==> src/gsp_pkg.sv <==
`default_nettype none

package gsp_pkg;

	// Sequencer phases
	typedef enum logic [1:0] {
		PH_IDLE,
		PH_POLL,
		PH_CONF,
		PH_GAP
	} phase_t;

	// Limits of the poll sequence
	localparam logic [2:0] MaxTries   = 3'd5;
	localparam logic [4:0] ExtraBytes = 5'd12;
	localparam logic [4:0] PollLen    = 5'd9;

	// Reconfiguration strings, in the order sent
	localparam logic [2:0] SEL_ENTER    = 3'd0;
	localparam logic [2:0] SEL_MODE     = 3'd1;
	localparam logic [2:0] SEL_RUMBLE   = 3'd2;
	localparam logic [2:0] SEL_PRESSURE = 3'd3;
	localparam logic [2:0] SEL_EXIT     = 3'd4;
	localparam logic [2:0] SEL_POLL     = 3'd5;

	// Configuration register indexes
	localparam logic CFG_RUMBLE   = 1'b0;
	localparam logic CFG_PRESSURE = 1'b1;

	// Protocol bytes
	localparam logic [7:0] FRAME_HEAD = 8'h01;
	localparam logic [7:0] CMD_POLL   = 8'h42;
	localparam logic [7:0] MODE_LARGE = 8'h79;
	localparam logic [3:0] MODE_OK    = 4'h7;
	localparam logic [7:0] IDLE_LINE  = 8'hFF;

	typedef struct packed {
		logic       cmd_bit;
		logic       select_active;
		logic       byte_done;
		logic [4:0] byte_index;
		logic [7:0] byte_value;
		logic       poll_done;
		logic       poll_ok;
		logic       busy;
	} step_res_t;

	typedef struct packed {
		logic       start;
		logic       cap_lo;
		logic       cap_hi;
		logic       finish;
		logic [7:0] data;
	} btn_ctl_t;

	typedef struct packed {
		logic [15:0] held;
		logic [15:0] pressed;
		logic [15:0] released;
	} btn_masks_t;

	// Body of a reconfiguration string; bytes past the table read as zero.
	function automatic logic [7:0] conf_byte(input logic [2:0] sel, input logic [4:0] idx);
		logic [7:0] b;
		b = 8'h00;
		case (sel)
			SEL_ENTER: begin
				case (idx)
					5'd0: b = 8'h01;
					5'd1: b = 8'h43;
					5'd3: b = 8'h01;
					default: b = 8'h00;
				endcase
			end
			SEL_MODE: begin
				case (idx)
					5'd0: b = 8'h01;
					5'd1: b = 8'h44;
					5'd3: b = 8'h01;
					5'd4: b = 8'h03;
					default: b = 8'h00;
				endcase
			end
			SEL_RUMBLE: begin
				case (idx)
					5'd0: b = 8'h01;
					5'd1: b = 8'h4D;
					5'd4: b = 8'h01;
					default: b = 8'h00;
				endcase
			end
			SEL_PRESSURE: begin
				case (idx)
					5'd0: b = 8'h01;
					5'd1: b = 8'h4F;
					5'd3: b = 8'hFF;
					5'd4: b = 8'hFF;
					5'd5: b = 8'h03;
					default: b = 8'h00;
				endcase
			end
			default: begin
				case (idx)
					5'd0: b = 8'h01;
					5'd1: b = 8'h43;
					5'd4, 5'd5, 5'd6, 5'd7, 5'd8: b = 8'h5A;
					default: b = 8'h00;
				endcase
			end
		endcase
		return b;
	endfunction

	function automatic logic [4:0] conf_len(input logic [2:0] sel);
		logic [4:0] n;
		case (sel)
			SEL_ENTER, SEL_RUMBLE: n = 5'd5;
			default:               n = 5'd9;
		endcase
		return n;
	endfunction

	// Skip the optional strings that are switched off.
	function automatic logic [2:0] next_string(input logic [2:0] s, input logic rumble,
		input logic pressure);
		logic [2:0] n;
		n = s + 3'd1;
		if (n == SEL_RUMBLE && !rumble)
			n = SEL_PRESSURE;
		if (n == SEL_PRESSURE && !pressure)
			n = SEL_EXIT;
		return n;
	endfunction

	// Large motor speed: zero stays off, else 64 + v*191/255.
	// The divide by 255 is (x + (x >> 8) + 1) >> 8, exact for x below 65535.
	function automatic logic [7:0] motor_map(input logic [7:0] v);
		logic [16:0] x;
		logic [16:0] q;
		x = 17'(v) * 17'd191;
		q = (x + (x >> 8) + 17'd1) >> 8;
		return (v == 8'd0) ? 8'd0 : 8'(q) + 8'd64;
	endfunction

endpackage

`default_nettype wire

==> src/gsp_btn.sv <==
`default_nettype none

module gsp_btn (
	input  wire                  clk,
	input  wire                  arst_n,
	input  gsp_pkg::btn_ctl_t    ctl,
	output gsp_pkg::btn_masks_t  masks
);
	import gsp_pkg::*;

	logic [15:0] raw_q;
	logic [15:0] prev_q;
	logic [15:0] changed;

	always_ff @(posedge clk or negedge arst_n) begin
		if (!arst_n) begin
			raw_q  <= 16'hFFFF;
			prev_q <= 16'hFFFF;
		end else begin
			if (ctl.start)
				prev_q <= raw_q;
			if (ctl.cap_lo)
				raw_q[7:0] <= ctl.data;
			if (ctl.cap_hi)
				raw_q[15:8] <= ctl.data;
		end
	end

	// Buttons are active low on the wire
	always_comb begin
		changed = raw_q ^ prev_q;
		masks   = '0;
		if (ctl.finish) begin
			masks.held     = ~raw_q;
			masks.pressed  = changed & ~raw_q;
			masks.released = changed & ~prev_q;
		end
	end

endmodule

`default_nettype wire

==> src/gsp_seq.sv <==
`default_nettype none

module gsp_seq (
	input  wire                 clk,
	input  wire                 arst_n,
	input  wire                 adv,
	input  wire                 op,
	input  wire                 small_motor,
	input  wire  [7:0]          large_motor,
	input  wire                 data_bit,
	input  wire                 rumble_en,
	input  wire                 pressure_en,
	output gsp_pkg::step_res_t  res,
	output gsp_pkg::btn_ctl_t   ctl
);
	import gsp_pkg::*;

	phase_t      phase_q, phase_d;
	logic [2:0]  sel_q, sel_d;
	logic [4:0]  byte_q, byte_d;
	logic [2:0]  bit_q, bit_d;
	logic [7:0]  tx_q, tx_d;
	logic [7:0]  rx_q, rx_d;
	logic [2:0]  retry_q, retry_d;
	logic [7:0]  mode_q, mode_d;
	logic [8:0]  motor_q, motor_d;

	logic [2:0]  ci;
	logic [7:0]  rx_sh;
	logic [4:0]  byte_inc;
	logic [4:0]  len;
	logic [7:0]  mode_new;
	logic [2:0]  nsel;
	logic [7:0]  next_tx;
	logic        finish;

	always_ff @(posedge clk or negedge arst_n) begin
		if (!arst_n) begin
			phase_q <= PH_IDLE;
			sel_q   <= SEL_ENTER;
			byte_q  <= '0;
			bit_q   <= '0;
			tx_q    <= IDLE_LINE;
			rx_q    <= '0;
			retry_q <= '0;
			mode_q  <= '0;
			motor_q <= '0;
		end else if (adv) begin
			phase_q <= phase_d;
			sel_q   <= sel_d;
			byte_q  <= byte_d;
			bit_q   <= bit_d;
			tx_q    <= tx_d;
			rx_q    <= rx_d;
			retry_q <= retry_d;
			mode_q  <= mode_d;
			motor_q <= motor_d;
		end
	end

	always_comb begin
		phase_d  = phase_q;
		sel_d    = sel_q;
		byte_d   = byte_q;
		bit_d    = bit_q;
		tx_d     = tx_q;
		rx_d     = rx_q;
		retry_d  = retry_q;
		mode_d   = mode_q;
		motor_d  = motor_q;
		ci       = (sel_q > SEL_EXIT) ? SEL_EXIT : sel_q;
		rx_sh    = {data_bit, rx_q[7:1]};
		byte_inc = byte_q + 5'd1;
		mode_new = mode_q;
		len      = conf_len(ci);
		nsel     = next_string(ci, rumble_en, pressure_en);
		finish   = 1'b0;
		res      = '0;
		ctl      = '0;
		ctl.data = rx_sh;

		// Next byte of the frame in flight
		if (phase_q == PH_CONF) begin
			next_tx = (byte_inc < 5'd9) ? conf_byte(ci, byte_inc) : 8'h00;
		end else begin
			case (byte_inc)
				5'd1:    next_tx = CMD_POLL;
				5'd3:    next_tx = {7'd0, motor_q[0]};
				5'd4:    next_tx = motor_q[8:1];
				default: next_tx = 8'h00;
			endcase
		end

		if (!op) begin
			if (phase_q == PH_IDLE) begin
				motor_d   = {motor_map(large_motor), small_motor};
				retry_d   = '0;
				phase_d   = PH_POLL;
				byte_d    = '0;
				bit_d     = '0;
				rx_d      = '0;
				tx_d      = FRAME_HEAD;
				ctl.start = adv;
			end
		end else if (phase_q == PH_GAP) begin
			phase_d = (sel_q >= SEL_POLL) ? PH_POLL : PH_CONF;
			byte_d  = '0;
			bit_d   = '0;
			rx_d    = '0;
			tx_d    = FRAME_HEAD;
		end else if (phase_q == PH_POLL || phase_q == PH_CONF) begin
			rx_d  = rx_sh;
			tx_d  = {1'b1, tx_q[7:1]};
			bit_d = bit_q + 3'd1;
			if (bit_q == 3'd7) begin
				rx_d = '0;
				if (phase_q == PH_POLL) begin
					res.byte_done  = 1'b1;
					res.byte_index = byte_q;
					res.byte_value = rx_sh;
					if (byte_q == 5'd1)
						mode_new = rx_sh;
					ctl.cap_lo = adv && (byte_q == 5'd3);
					ctl.cap_hi = adv && (byte_q == 5'd4);
					len = (mode_new == MODE_LARGE) ? PollLen + ExtraBytes : PollLen;
				end
				mode_d = mode_new;
				if (byte_inc < len) begin
					byte_d = byte_inc;
					tx_d   = next_tx;
				end else begin
					byte_d = '0;
					tx_d   = IDLE_LINE;
					if (phase_q == PH_POLL) begin
						if (mode_new[7:4] == MODE_OK) begin
							finish = 1'b1;
						end else begin
							if (retry_q != 3'd7)
								retry_d = retry_q + 3'd1;
							sel_d   = SEL_ENTER;
							phase_d = PH_GAP;
						end
					end else if (nsel <= SEL_EXIT) begin
						sel_d   = nsel;
						phase_d = PH_GAP;
					end else if (retry_q < MaxTries) begin
						sel_d   = SEL_POLL;
						phase_d = PH_GAP;
					end else begin
						finish = 1'b1;
					end
					if (finish) begin
						phase_d       = PH_IDLE;
						sel_d         = SEL_ENTER;
						res.poll_done = 1'b1;
						res.poll_ok   = (mode_new[7:4] == MODE_OK);
						ctl.finish    = 1'b1;
					end
				end
			end
		end

		res.select_active = (phase_d == PH_POLL) || (phase_d == PH_CONF);
		res.cmd_bit       = res.select_active ? tx_d[0] : 1'b1;
		res.busy          = (phase_d != PH_IDLE);
	end

endmodule

`default_nettype wire

==> src/gamepad_serial_poller.sv <==
`default_nettype none

// Channel   Handshake               Payload
// in        in_valid / in_stall     op, small_motor, large_motor, data_bit
// out       out_valid / out_stall   cmd_bit .. busy_res (one result per input beat)
// cfg       cfg_we                  cfg_index, cfg_data (no read-back)
//
// Every input beat yields exactly one result beat, through the input register and
// then the result register; a beat may be taken every cycle when in_stall is low.
// The per-tick step is one pass of the sequencer logic between the two registers.
// Reset (arst_n low) clears the sequencer, the handshake state and the config;
// the button words reset to all released.
// in_stall rises only while the input register holds a beat that the result
// register cannot take because the result it holds is itself stalled.
module gamepad_serial_poller (
	input  wire         clk,
	input  wire         arst_n,

	input  wire         in_valid,
	output logic        in_stall,
	input  wire         op,
	input  wire         small_motor,
	input  wire  [7:0]  large_motor,
	input  wire         data_bit,

	output logic        out_valid,
	input  wire         out_stall,
	output logic        cmd_bit,
	output logic        select_active,
	output logic        byte_done,
	output logic [4:0]  byte_index,
	output logic [7:0]  byte_value,
	output logic        poll_done,
	output logic        poll_ok,
	output logic [15:0] held_mask,
	output logic [15:0] pressed_mask,
	output logic [15:0] released_mask,
	output logic        busy_res,

	input  wire         cfg_we,
	input  wire         cfg_index,
	input  wire         cfg_data
);
	import gsp_pkg::*;

	// Input register
	logic        valid_s1;
	logic        op_s1;
	logic        small_s1;
	logic [7:0]  large_s1;
	logic        dbit_s1;

	// Configuration
	logic        rumble_q;
	logic        pressure_q;

	logic        adv;
	logic        in_take;
	step_res_t   step;
	btn_ctl_t    btn_ctl;
	btn_masks_t  masks;

	// Advance the held beat whenever the result register is empty or draining
	assign adv      = valid_s1 && (!out_valid || !out_stall);
	assign in_stall = valid_s1 && !adv;
	assign in_take  = in_valid && !in_stall;

	always_ff @(posedge clk or negedge arst_n) begin
		if (!arst_n) begin
			valid_s1 <= 1'b0;
		end else if (in_take) begin
			valid_s1 <= 1'b1;
		end else if (adv) begin
			valid_s1 <= 1'b0;
		end
	end

	// Payload of the input register: hold while stalled
	always_ff @(posedge clk) begin
		if (in_take) begin
			op_s1    <= op;
			small_s1 <= small_motor;
			large_s1 <= large_motor;
			dbit_s1  <= data_bit;
		end
	end

	always_ff @(posedge clk or negedge arst_n) begin
		if (!arst_n) begin
			rumble_q   <= 1'b0;
			pressure_q <= 1'b0;
		end else if (cfg_we) begin
			case (cfg_index)
				CFG_RUMBLE:   rumble_q   <= cfg_data;
				CFG_PRESSURE: pressure_q <= cfg_data;
				default:      rumble_q   <= rumble_q;
			endcase
		end
	end

	gsp_seq u_seq (
		.clk         (clk),
		.arst_n      (arst_n),
		.adv         (adv),
		.op          (op_s1),
		.small_motor (small_s1),
		.large_motor (large_s1),
		.data_bit    (dbit_s1),
		.rumble_en   (rumble_q),
		.pressure_en (pressure_q),
		.res         (step),
		.ctl         (btn_ctl)
	);

	gsp_btn u_btn (
		.clk    (clk),
		.arst_n (arst_n),
		.ctl    (btn_ctl),
		.masks  (masks)
	);

	// Result register: load on advance, drop the valid once taken
	always_ff @(posedge clk or negedge arst_n) begin
		if (!arst_n) begin
			out_valid <= 1'b0;
		end else if (adv) begin
			out_valid <= 1'b1;
		end else if (!out_stall) begin
			out_valid <= 1'b0;
		end
	end

	always_ff @(posedge clk) begin
		if (adv) begin
			cmd_bit       <= step.cmd_bit;
			select_active <= step.select_active;
			byte_done     <= step.byte_done;
			byte_index    <= step.byte_index;
			byte_value    <= step.byte_value;
			poll_done     <= step.poll_done;
			poll_ok       <= step.poll_ok;
			busy_res      <= step.busy;
			held_mask     <= masks.held;
			pressed_mask  <= masks.pressed;
			released_mask <= masks.released;
		end
	end

`ifndef SYNTH
	// A finished poll leaves the sequencer idle with attention released
	a_done_idle: assert property (@(posedge clk) disable iff (!arst_n)
		out_valid && poll_done |-> !busy_res && !select_active)
		else $error("poll finished while sequencer still busy");

	// Reply byte positions stay inside the longest frame
	a_byte_in_frame: assert property (@(posedge clk) disable iff (!arst_n)
		out_valid && byte_done |-> byte_index < PollLen + ExtraBytes)
		else $error("reply byte reported past the end of a frame");

	// Command line idles high whenever attention is released
	a_cmd_idle: assert property (@(posedge clk) disable iff (!arst_n)
		out_valid && !select_active |-> cmd_bit)
		else $error("command line low with attention released");

	// Button masks and the ok flag appear only on the finishing beat
	a_masks_gated: assert property (@(posedge clk) disable iff (!arst_n)
		out_valid && !poll_done |-> !poll_ok && held_mask == 16'd0
			&& pressed_mask == 16'd0 && released_mask == 16'd0)
		else $error("poll result fields set outside the finishing beat");
`endif

endmodule

`default_nettype wire

==> config.mk <==
export PLATFORM = sky130hd
export DESIGN_NAME = gamepad_serial_poller
export DESIGN_NICKNAME = d
export VERILOG_FILES = /design/src/gsp_pkg.sv /design/src/gsp_btn.sv /design/src/gsp_seq.sv /design/src/gamepad_serial_poller.sv
export SDC_FILE = /design/constraint.sdc
export NUM_CORES = 1
export LEC_CHECK = 0
export BUFFER_PORTS_ARGS = -buffer_cell sky130_fd_sc_hd__clkbuf_2
export CAP_MARGIN = 20
export CORE_ASPECT_RATIO = 0.5
export CORE_MARGIN = 2
export CORE_UTILIZATION = 55
export DETAILED_ROUTE_END_ITERATION = 10
export PLACE_DENSITY_LB_ADDON = 0.3
export SLEW_MARGIN = 30
export SYNTH_ARGS = -nofsm -noshare
export SYNTH_HDL_FRONTEND = slang
export SYNTH_SLANG_ARGS = --single-unit
==> constraint.sdc <==
create_clock -name clk -period 18.2 [get_ports clk]
set_input_delay 2.73 -clock clk [delete_from_list [all_inputs] [get_ports clk]]
set_output_delay 2.73 -clock clk [all_outputs]
set_load 0.03 [all_outputs]
==> results.sh <==
export IMPL_drc=0
export IMPL_power_density_nw_per_um2=142
export IMPL_grt_total_usage=0.213
export IMPL_dp_cells=1122
export IMPL_placementRows=33
export IMPL_fin_nets=1032
export IMPL_drt_iter0_markers=371
export IMPL_cts_tree="built"
export IMPL_clock_sinks=162
export IMPL_hold_viol=0
export IMPL_synth_seq_area_share=0.477
export IMPL_p_leak_uw=0.00482
export IMPL_fmax_mhz=149
export IMPL_postCtsSetupBuffers=0
export IMPL_dr_max_layer_used="met4"
export IMPL_comb_power_share=0.465
export IMPL_slew_violations=0
export IMPL_clk_pin_slew_ns=0.07
export IMPL_die_x_um=189
export IMPL_dr_wl_met2_um=9070
export IMPL_wl_met3_um=603
export IMPL_finalSetupViolCount=0
export IMPL_core_area_um2=16600
export IMPL_worstPathArrival_ns=7.04
export IMPL_ant_nets=0
export IMPL_ys_flop_type="edfxtp_1"
export IMPL_start_util=0.570
export IMPL_synth_area_leader_cell="edfxtp_1"
export IMPL_dr_total_vias=6399
export IMPL_cts_resized=0
export IMPL_crit_start="large_s1[5]"
export IMPL_firstDrtPassIters=6
export IMPL_fin_crit_sh=0.368
export IMPL_r2r_slack_ns=11.50
export IMPL_htreeDepth=4
export IMPL_insertedDiodeCount=0
export IMPL_wirelength_um=18300
export IMPL_port_buffers=86
export IMPL_r2r_end="u_seq.motor_q[8]"
export IMPL_synth_most_common_cell="inv_1"
export IMPL_synthesis_nets=945
export IMPL_synth_top_area_frac=0.248
export IMPL_root_buffer="clkbuf_16"
export IMPL_crit_type="flip-flop to flip-flop"
export IMPL_timing_rr_start="large_s1[5]"
export IMPL_clk_latency_ns=0.43
export IMPL_synthArstFlopShare=0.519
export IMPL_cap_violations=0
export IMPL_dieHeight_um=96.6
export IMPL_slowest_delay_ns=0.53
export IMPL_p_int_uw=908
export IMPL_rr_worst_depth=23
export IMPL_crit_chain="inv_1 > fa_1 > fa_1 > inv_1 > fa_1 > inv_1 > fa_1 > inv_1 > ha_1 > a211o_1 > a211oi_1 > o31a_1 > nand2_1 > a21oi_1 > xor2_1 > inv_1 > ha_1 > a211o_1 > o32ai_1 > nor3_1 > o21a_1 > o221a_1 > o31ai_2"
export IMPL_layoutNonFillerInstCount=1154
export IMPL_drive_gt1_frac=0.235
export IMPL_placed_area_um2=10100
export IMPL_antenna_found_initial=0
export IMPL_period_needed_ns=6.70
export IMPL_fin_tns_setup_ns=0
export IMPL_fin_area_um2=10700
export IMPL_grt_pass1_wl_um=30400
export IMPL_status="finished, final reports clean"
export IMPL_synth_area_leaders="edfxtp_1, dfrtp_1, dfstp_2"
export IMPL_wl_per_cell_um=15.8
export IMPL_place_gp_congestion=0.908
export IMPL_die_area_um2=18300
export IMPL_holdCritStartpoint="u_seq.tx_q[1]"
export IMPL_synth_commonest_cells="inv_1, edfxtp_1, ha_1, nand2_1, o21ai_0"
export IMPL_vias_per_cell=5.55
export IMPL_tightest_slew_ns=0.879
export IMPL_syn_inst=827
export IMPL_gr_total_overflow=0
export IMPL_hp_class="flip-flop to flip-flop"
export IMPL_clk_path_buf_depth=2
export IMPL_rsz0062_at_grt="false"
export IMPL_end_kind="flip-flop"
export IMPL_hold_buffers=0
export IMPL_ys_ff_latch=162
export IMPL_ios=87
export IMPL_seqPwrFrac=0.297
export IMPL_grt_pass1_vias=6213
export IMPL_hpwl_um=13000
export IMPL_relSlewSlack=0.414
export IMPL_numCtsBuffers=17
export IMPL_yosysWarnings=0
export IMPL_sw_frac_of_total=0.401
export IMPL_crit_end="u_seq.motor_q[8]"
export IMPL_p_switching_uw=608
export IMPL_cp_slowest_cell="fa_1"
export IMPL_grt_max_degree=85
export IMPL_synth_distinct_cells=70
export IMPL_wl_met1_um=8330
export IMPL_finalClockSkew_ns=0.0140
export IMPL_fillCellCount=1323
export IMPL_cp_max_fo=9
export IMPL_synth_edff_count=78
export IMPL_ir_drop_v=0.0000894
export IMPL_crit_required_ns=18.54
export IMPL_area_growth_pct=13.4
export IMPL_critPathLaunchType="flip-flop"
export IMPL_avgSynthCellArea_um2=11.4
export IMPL_syn_area_um2=9430
export IMPL_crit_top_cell="inv_1"
export IMPL_clockPowerShare=0.238
power groups by stage:
stage	registers (uW)	clock network, uW	logic (uW)
3_5_place_dp	457	0	697
3_3_place_gp	456	0	677
5_1_grt	454	383	785
6_report	450	361	705
2_1_floorplan	469	0	546
4_1_cts	450	368	703
sequential cells by signal, summed over array words and instances (netlist names), 7 cells and up:
register	count
byte_value	8
held_mask	16
large_s1	8
pressed_mask	16
released_mask	16
u_btn.prev_q	16
u_btn.raw_q	16
u_seq.mode_q	8
u_seq.motor_q	9
u_seq.rx_q	7
u_seq.tx_q	8
cell type report:
| cell class | count | area (um^2) | share of cell area |
|---|---|---|---|
| repair buffers | 89 | 459 | 0.0429 |
| clock inverters | 15 | 166 | 0.0156 |
| clock buffers | 17 | 425 | 0.0398 |
| well taps | 227 | 284 | 0.0266 |
| flip-flops and latches | 162 | 4490 | 0.420 |
| inverters | 86 | 323 | 0.0302 |
| multi-input cells | 558 | 4540 | 0.425 |
critical path, delay by kind of cell, from the launching register on:
family	cells	cell delay, ns
fa+ha+maj	6	2.83
compound gates	9	2.28
buf+inv	5	0.56
flops	1	0.42
xor+xnor	1	0.27
simple gates	2	0.23
logic make-up after synthesis:
logic type	after synthesis	share of synthesized area
AO/OA/AOI/OAI	162	0.122
XOR/XNOR	20	0.0200
adder cells (fa/ha/maj)	100	0.156
buffers and inverters	107	0.0442
flip-flops	162	0.477
multiplexers	44	0.0536
AND/OR/NAND/NOR	232	0.128
through the flow:
step | hold slack, ns | utilization | total power [uW] | worst slack [ns]
2_1_floorplan | 0.435 | - | 1010 | 12.00
3_3_place_gp | 0.443 | 0.609 | 1130 | 11.79
3_5_place_dp | 0.449 | 0.610 | 1150 | 11.54
4_1_cts | 0.459 | 0.646 | 1520 | 11.52
5_1_grt | 0.490 | 0.646 | 1620 | 11.01
6_report | 0.460 | 0.646 | 1520 | 11.50
cells in the final DEF (no fill, tap or decap), types with 5 or more instances in the layout:
cell type  instances
nand3_1           15
nor3b_1           16
clkbuf_2          85
xnor2_1           12
a22o_1            10
nor4_1             5
o31ai_1            6
o211ai_1           5
nand2_1           70
xor2_1             7
o21ai_0           45
a21o_1            14
ha_1              71
nand2b_1           8
dfrtp_1           44
a21oi_1           17
a211o_1            5
edfxtp_1          78
fa_1              29
nor2_1            42
inv_8              6
nor2b_1            9
inv_1             85
mux2_2            42
dfstp_2           40
clkbuf_16         17
and2_1            37
a22oi_1            6
o21a_1             6
a211oi_1           8
how the worst min path moves through the flow:
stage                     to  slack (ns)  depth (start not counted)
3_5_place_dp   u_seq.tx_q[1]        0.45                          2
4_1_cts        u_seq.tx_q[1]        0.46                          2
5_1_grt        u_seq.tx_q[1]        0.49                          2
6_report       u_seq.tx_q[1]        0.46                          2
2_1_floorplan  u_seq.tx_q[1]        0.43                          2
3_3_place_gp   u_seq.tx_q[1]        0.44                          2
per-layer routing:
metal,GRT usage,vias to the layer above
li1,-,3107
met1,0.271,3132
met2,0.375,136
met3,0.0365,24
met4,0.0723,0
met5,0,-
Note: power is estimated with default switching activity, not from simulation.
